`src/design/aet_pkg.sv`:
```
package aet_pkg;

	typedef enum logic [1:0] {
		ST_ALLOC_STORED = 2'd0,
		ST_ALLOC_FULL   = 2'd1,
		ST_FREE_MATCHED = 2'd2,
		ST_FREE_UNKNOWN = 2'd3
	} status_t;

	typedef enum logic {
		OP_ALLOC = 1'b0,
		OP_FREE  = 1'b1
	} op_t;

	localparam int USAGE_BITS = 48;
	localparam int COUNT_BITS = 32;
	localparam int LIVE_BITS  = 9;
	localparam int FREED_BITS = 32;

endpackage

```
`src/design/aet_if.sv`:
```
interface aet_in_if #(
	parameter int ADDR_BITS = 48,
	parameter int SIZE_BITS = 32
);
	logic                 valid;
	logic                 ready;
	logic                 operation;
	logic [ADDR_BITS-1:0] block_address;
	logic [SIZE_BITS-1:0] alloc_size;

	modport source (output valid, operation, block_address, alloc_size, input ready);
	modport sink (input valid, operation, block_address, alloc_size, output ready);
endinterface


```
`src/design/aet_front.sv`:
```
module aet_front import aet_pkg::*; #(
	parameter int ADDR_BITS = 48,
	parameter int SIZE_BITS = 32,
	parameter int QUEUE_DEPTH = 2
) (
	input  logic                 clk,
	input  logic                 arst_n,
	aet_in_if.sink               in_ch,
	input  logic                 pop,
	output logic                 q_valid,
	output logic                 q_operation,
	output logic [ADDR_BITS-1:0] q_address,
	output logic [SIZE_BITS-1:0] q_size
);

	localparam int PTR_BITS = $clog2(QUEUE_DEPTH);

	logic [ADDR_BITS-1:0] addr_mem [QUEUE_DEPTH];
	logic [SIZE_BITS-1:0] size_mem [QUEUE_DEPTH];
	logic                 op_mem   [QUEUE_DEPTH];
	logic [PTR_BITS-1:0]  wr_ptr_q, rd_ptr_q;
	logic [PTR_BITS:0]    fill_q;
	logic                 push;

	assign in_ch.ready = (fill_q != (PTR_BITS+1)'(QUEUE_DEPTH));
	assign push        = in_ch.valid && in_ch.ready;
	assign q_valid     = (fill_q != '0);
	assign q_operation = op_mem[rd_ptr_q];
	assign q_address   = addr_mem[rd_ptr_q];
	// free beats carry a zero size into the queue
	assign q_size      = size_mem[rd_ptr_q];

	// store accepted beat
	always_ff @(posedge clk) begin
		if (push) begin
			op_mem[wr_ptr_q]   <= in_ch.operation;
			addr_mem[wr_ptr_q] <= in_ch.block_address;
			size_mem[wr_ptr_q] <= (in_ch.operation == OP_FREE) ? '0 : in_ch.alloc_size;
		end
	end

	// advance pointers
	always_ff @(posedge clk or negedge arst_n) begin
		if (!arst_n) begin
			wr_ptr_q <= '0;
			rd_ptr_q <= '0;
			fill_q   <= '0;
		end else begin
			if (push)
				wr_ptr_q <= (wr_ptr_q == PTR_BITS'(QUEUE_DEPTH-1)) ? '0 : wr_ptr_q + 1'b1;
			if (pop && q_valid)
				rd_ptr_q <= (rd_ptr_q == PTR_BITS'(QUEUE_DEPTH-1)) ? '0 : rd_ptr_q + 1'b1;
			fill_q <= fill_q + (PTR_BITS+1)'(push) - (PTR_BITS+1)'(pop && q_valid);
		end
	end

	a_no_overflow: assert property (@(posedge clk) disable iff (!arst_n)
		fill_q <= (PTR_BITS+1)'(QUEUE_DEPTH))
		else $error("queue overfill");
	a_no_underflow: assert property (@(posedge clk) disable iff (!arst_n)
		pop |-> q_valid)
		else $error("pop from empty queue");
	a_fill_step: assert property (@(posedge clk) disable iff (!arst_n)
		(push && !pop) |=> fill_q == $past(fill_q) + 1'b1)
		else $error("fill count slip");

endmodule

```
`src/flat_wrapper.sv`:
```
// flat-port wrapper written by rule: the top's interface ports become plain ports
module aet_front_flat import aet_pkg::*;
#(
	parameter int ADDR_BITS = 48,
	parameter int SIZE_BITS = 32,
	parameter int QUEUE_DEPTH = 2
)
  (clk, arst_n, pop, q_valid, q_operation, q_address, q_size, in_ch_valid, in_ch_operation, in_ch_block_address, in_ch_alloc_size, in_ch_ready);
  aet_in_if #(.ADDR_BITS(ADDR_BITS), .SIZE_BITS(SIZE_BITS)) in_ch_i ();
  input  logic clk;
  input  logic arst_n;
  input  logic pop;
  output logic q_valid;
  output logic q_operation;
  output logic [ADDR_BITS-1:0] q_address;
  output logic [SIZE_BITS-1:0] q_size;
  input wire logic [$bits(in_ch_i.valid)-1:0] in_ch_valid;
  input wire logic [$bits(in_ch_i.operation)-1:0] in_ch_operation;
  input wire logic [$bits(in_ch_i.block_address)-1:0] in_ch_block_address;
  input wire logic [$bits(in_ch_i.alloc_size)-1:0] in_ch_alloc_size;
  output wire logic [$bits(in_ch_i.ready)-1:0] in_ch_ready;
  assign in_ch_i.valid = in_ch_valid;
  assign in_ch_i.operation = in_ch_operation;
  assign in_ch_i.block_address = in_ch_block_address;
  assign in_ch_i.alloc_size = in_ch_alloc_size;
  assign in_ch_ready = in_ch_i.ready;
  aet_front #(.ADDR_BITS(ADDR_BITS), .SIZE_BITS(SIZE_BITS), .QUEUE_DEPTH(QUEUE_DEPTH)) u_core (.clk(clk), .arst_n(arst_n), .in_ch(in_ch_i), .pop(pop), .q_valid(q_valid), .q_operation(q_operation), .q_address(q_address), .q_size(q_size));
endmodule
```
`config.mk`:
```
export PLATFORM = sky130hd
export DESIGN_NAME = aet_front_flat
export DESIGN_NICKNAME = d
export VERILOG_FILES = /design/src/design/aet_pkg.sv /design/src/design/aet_if.sv /design/src/design/aet_front.sv /design/src/flat_wrapper.sv
export SDC_FILE = /design/constraint.sdc
export NUM_CORES = 1
export LEC_CHECK = 0
export BUFFER_PORTS_ARGS = -buffer_cell sky130_fd_sc_hd__buf_2
export CAP_MARGIN = 10
export CORE_ASPECT_RATIO = 0.5
export CORE_MARGIN = 2
export CORE_UTILIZATION = 25
export CTS_CLUSTER_DIAMETER = 50
export CTS_CLUSTER_SIZE = 14
export DETAILED_ROUTE_END_ITERATION = 10
export PLACE_DENSITY = 0.42
export SLEW_MARGIN = 25
export SYNTH_ARGS = -nofsm -noshare
export SYNTH_HDL_FRONTEND = slang
export SYNTH_SLANG_ARGS = --single-unit
```
`constraint.sdc`:
```
create_clock -name clk -period 4.1 [get_ports clk]
set_input_delay 1.23 -clock clk [delete_from_list [all_inputs] [get_ports clk]]
set_output_delay 1.23 -clock clk [all_outputs]
set_load 0.02 [all_outputs]
```
==> results of run 1 <==
-- per-layer routing --
layer	wire length [um]	global-route usage, %	vias up
met5	0	0	-
met4	189	3.797	0
met3	462	3.477	14
met2	7446	18.07	43
met1	5278	10.30	1669
li1	-	-	1530
-- worst max-delay path: cells and delay by family (launching register included) --
| kind | cells | cell delay [ps] |
|---|---|---|
| flops | 1 | 770 |
| mux | 1 | 330 |
| buf+inv | 2 | 610 |
-- through the flow --
step | worst slack (ps) | hold slack (ps) | instances
finish | 686.1 | 505.0 | 849
global route | 571.4 | 543.1 | 848
CTS | 614.0 | 509.9 | 848
detailed placement | 1099 | 495.6 | 818
global placement | 1110 | 491.7 | 818
floorplan | 234.5 | 460.2 | 306
-- synth_stat cells (all sizes together) --
| master | instances | area (sq um) |
|---|---|---|
| or2 | 1 | 6.260 |
| inv | 3 | 11.26 |
| ha | 2 | 25.02 |
| xnor2 | 3 | 26.28 |
| buf | 9 | 171.4 |
| and3 | 1 | 6.260 |
| nor2b | 32 | 200.2 |
| clkbuf | 3 | 11.26 |
| dfrtp | 4 | 100.1 |
| edfxtp | 162 | 4865 |
| nand2 | 1 | 3.750 |
| mux2 | 81 | 1209 |
| and2 | 1 | 8.760 |
| nand2b | 1 | 6.260 |
| xor2 | 1 | 8.760 |
| nor2 | 1 | 3.750 |
-- cell type report --
cell class	instances	area, sq um
Fill cell	2574	17960
Antenna cell	1	2.502
Tap cell	352	440.4
Timing Repair Buffer	172	910.9
Inverter	3	11.26
Clock inverter	10	85.08
Clock buffer	20	436.7
Sequential cell	166	4969
Multi-Input combinational cell	125	1516
-- sequential cells by signal (all words and copies together), names as in the netlist --
signal / flops
u_core.addr_mem: 96
u_core.fill_q: 2
u_core.op_mem: 2
u_core.rd_ptr_q: 1
u_core.size_mem: 64
u_core.wr_ptr_q: 1
-- kinds of logic (layout without fill, tap and decap cells) --
family / count (synthesis) / in the layout / share of synthesized area, %
other: 0 / 1 / 0
multiplexers: 81 / 81 / 18.14
adder cells (fa/ha/maj): 2 / 2 / 0.3755
flip-flops: 166 / 166 / 74.52
AND/OR/NAND/NOR: 38 / 38 / 3.531
buffers and inverters: 15 / 205 / 2.911
XOR/XNOR: 4 / 4 / 0.5259
-- final timing paths --
| check | startpoint | to | slack (ps) | depth (start not counted) |
|---|---|---|---|---|
| max in group asynchronous | arst_n | u_core.rd_ptr_q | 3350 | 1 |
| min reg2reg | u_core.fill_q[1] | u_core.fill_q[1] | 510 | 1 |
| max | u_core.rd_ptr_q | q_size[12] | 690 | 3 |
| min in group asynchronous | arst_n | u_core.wr_ptr_q | 600 | 1 |
| max reg2reg | u_core.fill_q[1] | u_core.addr_mem[1][21] | 2310 | 3 |
| min | u_core.fill_q[1] | u_core.fill_q[1] | 510 | 1 |
-- power breakdown --
| group | leakage (nW) | internal (mW) | switching, mW |
|---|---|---|---|
| clock | 0.251 | 0.820 | 0.623 |
| combinational | 1.48 | 0.976 | 1.20 |
| sequential | 1.56 | 2.33 | 0.170 |
==> impl_results.md, run 1 <==
* F_max at 0.2929 GHz
* # port buffers at 167
* Dpl hpwl at 8.562 mm
* Post-CTS Setup Bufs at 0
* Number of buffers inserted by hold repair at cts at 0
* Clock root buffer: clkbuf_16
* Maximum clock path buffer count at 2
* Die Footprint at 28050 sq um
* Vias in the first global route at 3472
* Syn_area_per_cell at 21.77 sq um
* Slowest cell on crit path: dfrtp_4
* Worst setup SP type: flip-flop
* Starting Density at 25.31%
* Pins over their slew limit at 0
* Crit path DAT at 2180 ps
* CTS clock-pin slew for the worst setup and hold paths at 60 ps
* RD Place Congestion at 0.7007
* Critical Path Max Stage Delay at 770 ps
* Setup CP Type: reg2out
* Most frequent cells in the layout: buf_2, edfxtp_1, mux2_4, nor2b_1, clkbuf_16
* FP Rows at 42
* Max VDD drop at 0.4614 mV
* Period minus WS final at 3414 ps
* Setup TNS at 0 ps
* Slew at the pin with the worst max-slew slack at 731.6 ps
* Vias at 3256
* Power density cells at 731.2 nW/um^2
* Max Cap Viol at 0
* Initial drt markers at 126
* Area growth from synthesis to layout at 25.65%
* Setup crit end kind: output pin
* Grt total ovfl at 0
* Min-delay worst type: reg2reg
* DRT Pass-1 Iters at 4
* First-pass GRT wire length at 19.81 mm
* Relative slew margins at 51.22%
* Final setup fails at 0
* Commonest non-fill, non-tap cell in the layout: buf_2
* Tcrit/Tclk final at 83.27%
* Post-synthesis cell area at 6663 sq um
* Synth unique cells at 18
* Nets@finish at 572
* Crit Path Max Fanout at 27
* DIE HEIGHT at 119.4 um
* Share of cells above drive strength 1 at 56.85%
* Final Util at 31.80%
* Status: completed
* IO Pins at 168
* CTS tree: yes
* Setup Skew at 4.458 ps
* Critical Path RT at 2870 ps
* Core Region at 26330 sq um
* # clock sinks at 166
* Post-synthesis net count at 393
* Final Instance Area at 8372 sq um
* Cell count after synthesis at 306
* Placed cell areas at 7848 sq um
* Vias per inst at 3.835
* Final Hold Viols at 0
* Drt wl/cell at 15.76 um
* Die Wd at 234.9 um
* Routed Antenna Nets at 0
* Pin count of the biggest net entering global routing at 82
* Sequential area share after synthesis at 74.52%
* H-tree levels at 4
* Static Leak at 3.297 nW
* Drt total wl at 13.38 mm
* Total CTS buffers at 17
* Critical Path, Cell by Cell: buf_4 -> mux2_4 -> buf_2
* Worst skew pair latency at 430 ps
* Gr usage total at 9.819%
* Yosys warns at 0
* DRC errors left at 0
* Synthesized flop and latch total at 166
* RSZ-0062 raised after global routing: false
* Tot Pwr at 6.121 mW
* Initial antenna violation count at 1
* Total of cells resized after clock tree synthesis at 0
Power figures use the tool's default switching activity.
==> run 2: changes to the inputs <==
Settings changed: ABC_AREA set to 1.
Clock period 4.1 ns to 3.1 ns, I/O delays scaled along.
==> run 2 against run 1 <==
Against the previous run:
- clock power is 44% higher
- flip-flop and latch count did not move
- clock skew is 8.9 ps higher
- final cell count increased by 24%
- critical path depth grew 2
- critical path type unchanged
- worst setup slack got worse by 230 ps
- hold slack worse by 200 ps
- global-route usage is 1.5 points higher
- die area down 3.8%
- core utilization up 0.80 points
- area after synthesis decreased by 3.8%
- highest routed layer unchanged
- combinational power is 32% higher
==> impl_results.md, run 2 <==
* F_max at 0.3781 GHz
* Count leader, synth: nand2_1
* RSZ-0062 raised after global routing: false
* Setup Skew at 13.31 ps
* Critical Path, Cell by Cell: inv_2 -> buf_4 -> nand2_1 -> nand2_1 -> buf_2
* Die Wd at 230.4 um
* Dpl hpwl at 9.466 mm
* Min-delay worst type: in2async
* Setup Slack @ Placement at 805.7 ps
* Max VDD drop at 0.3903 mV
* Largest registers: u_core.addr_mem: 96 flops, u_core.size_mem: 64 flops
* Pin count of the biggest net entering global routing at 83
* Final Hold Viols at 0
* Final hold slack at 304.5 ps
* Cell count after synthesis at 522
* Number of synthesized flops with an enable pin at 162
* Status: completed
* Critical Path RT at 2170 ps
* Fillers at 2561
* Area growth from synthesis to layout at 28.16%
* Post-synthesis net count at 609
* Die Footprint at 27000 sq um
* Commonest non-fill, non-tap cell in the layout: nand2_1
* Relative slew margins at 50.28%
* Post-synth top area cell: edfxtp_1
* CTS tree: yes
* DIE HEIGHT at 117.2 um
* Delay-heaviest family, CP: buffers and inverters
* Worst setup SP type: flip-flop
* Setup CP Type: reg2out
* Initial antenna violation count at 0
* Vias in the first global route at 4022
* Synthesized flop and latch total at 166
* Static Leak at 3.610 nW
* Crit path DAT at 1710 ps
* Area contributors post-synth: edfxtp_1, nand2_1, inv_1
* # port buffers at 167
* Worst setup margin at 455.1 ps
* IO Pins at 168
* Reg with most FFs: u_core.addr_mem
* Grt total ovfl at 0
* Drt wl/cell at 14.13 um
* Final setup fails at 0
* Final Util at 32.60%
* Post-synth top area share at 75.94%
* Most common library cells after synthesis: nand2_1, edfxtp_1, inv_1
* H-tree levels at 4
* Sequential area share after synthesis at 77.50%
* Gr usage total at 11.28%
* Tcrit/Tclk final at 85.32%
* Drt total wl at 14.86 mm
* Share of cells above drive strength 1 at 29.38%
* Max Cap Viol at 0
* Slew at the pin with the worst max-slew slack at 745.8 ps
* Total CTS buffers at 17
* Maximum clock path buffer count at 2
* Routed Antenna Nets at 0
* FP Rows at 41
* Starting Density at 25.43%
* Pins over their slew limit at 0
* Most frequent cells in the layout: nand2_1, buf_2, edfxtp_1, inv_1, nor2_1
* Slowest cell on crit path: dfrtp_4
* Max reg flops at 96
* Total of cells resized after clock tree synthesis at 0
* DRT Pass-1 Iters at 4
* Post-CTS Setup Bufs at 0
* Setup TNS at 0 ps
* Worst path most repeated cell: nand2_1
* # clock sinks at 166
* CTS clock-pin slew for the worst setup and hold paths at 70 ps
* DRC errors left at 0
* Post-synthesis async set-or-reset flop share at 2.410%
* Worst skew pair latency at 430 ps
* Synth unique cells at 11
* Number of buffers inserted by hold repair at cts at 0
* Top FF cell, synth: edfxtp_1
* Vias per inst at 3.882
* Syn_area_per_cell at 12.27 sq um
* N_diodes at 0
* Setup crit end kind: output pin
* Initial drt markers at 249
* Critical Path Max Stage Delay at 490 ps
* Clock root buffer: clkbuf_16
* Power density cells at 990.3 nW/um^2
* CP bufs+invs at 3
* RD Place Congestion at 0.7022
* Nets@finish at 782
* Period minus WS final at 2645 ps
* Yosys warns at 0
* Crit Path Max Fanout at 35
* Vias at 4084
* Post-synthesis cell area at 6406 sq um
* First-pass GRT wire length at 22.36 mm
* Core Region at 25190 sq um
## run 2: cell types whose count changed after synthesis, moves of 3 or more
| cell | before | now |
|---|---|---|
| buf_12 | 8 | 0 |
| buf_2 | 0 | 10 |
| buf_6 | 1 | 9 |
| clkbuf_1 | 3 | 0 |
| inv_1 | 3 | 41 |
| mux2_4 | 79 | 0 |
| nand2_1 | 1 | 256 |
| nand3_1 | 0 | 3 |
| nor2_1 | 1 | 33 |
| nor2b_1 | 32 | 0 |
| xnor2_1 | 3 | 0 |
## run 2: layout make-up
cell class | instances | area [sq um] | area share, %
Multi-Input combinational cell | 294 | 1132 | 13.79
Inverter | 42 | 158.9 | 1.935
Clock inverter | 14 | 152.6 | 1.859
Clock buffer | 18 | 429.2 | 5.227
Tap cell | 344 | 430.4 | 5.242
Timing Repair Buffer | 174 | 938.4 | 11.43
Sequential cell | 166 | 4969 | 60.52
## run 2: through the flow
| stage | area [sq um] | instances | power [mW] |
|---|---|---|---|
| after CTS | 8210 | 1052 | 8.311 |
| after global routing | 8210 | 1052 | 8.670 |
| final | 8210 | 1052 | 8.131 |
| after global placement | 7629 | 1020 | 6.216 |
| after floorplan | 6414 | 522 | 5.140 |
| after detailed placement | 7629 | 1020 | 6.217 |
## run 2: final timing paths
check                                 start                      to  slack (ps)  cells after the start
setup / recovery            u_core.rd_ptr_q              q_size[24]         460                      5
hold / removal                       arst_n         u_core.wr_ptr_q         300                      1
setup reg to reg           u_core.fill_q[0]  u_core.size_mem[0][24]        1340                      5
hold reg to reg             u_core.wr_ptr_q         u_core.wr_ptr_q         490                      2
max in group asynchronous            arst_n         u_core.rd_ptr_q        2630                      1
min in group clk            u_core.wr_ptr_q         u_core.wr_ptr_q         490                      2
## run 2: worst reg2reg max path: cells and delay by family, from the launching register on
family	cells	cell delay, ps
buffers and inverters	3	880
flip-flops	1	360
AND/OR/NAND/NOR	2	230
## run 2: power by group
part,leakage [nW],total [mW],internal [mW],switching (mW)
registers,1.57,3.19,3.07,0.113
clock network,0.263,2.07,1.19,0.884
logic,1.78,2.87,0.796,2.07
## run 2: logic make-up after synthesis
group / Yosys count / share of synthesized area (%)
simple gates: 292 / 17.17
fa+ha+maj: 2 / 0.3906
flops: 166 / 77.50
buf+inv: 62 / 4.942
## run 2: layer usage
metal  up-vias  global-route usage, %  routed length [um]
li1       2040                      -                   -
met1      1988                  12.68                6207
met2        43                  20.84                8074
met3        13                  2.980                 406
met4         0                  4.430                 176
met5         -                      0                   0
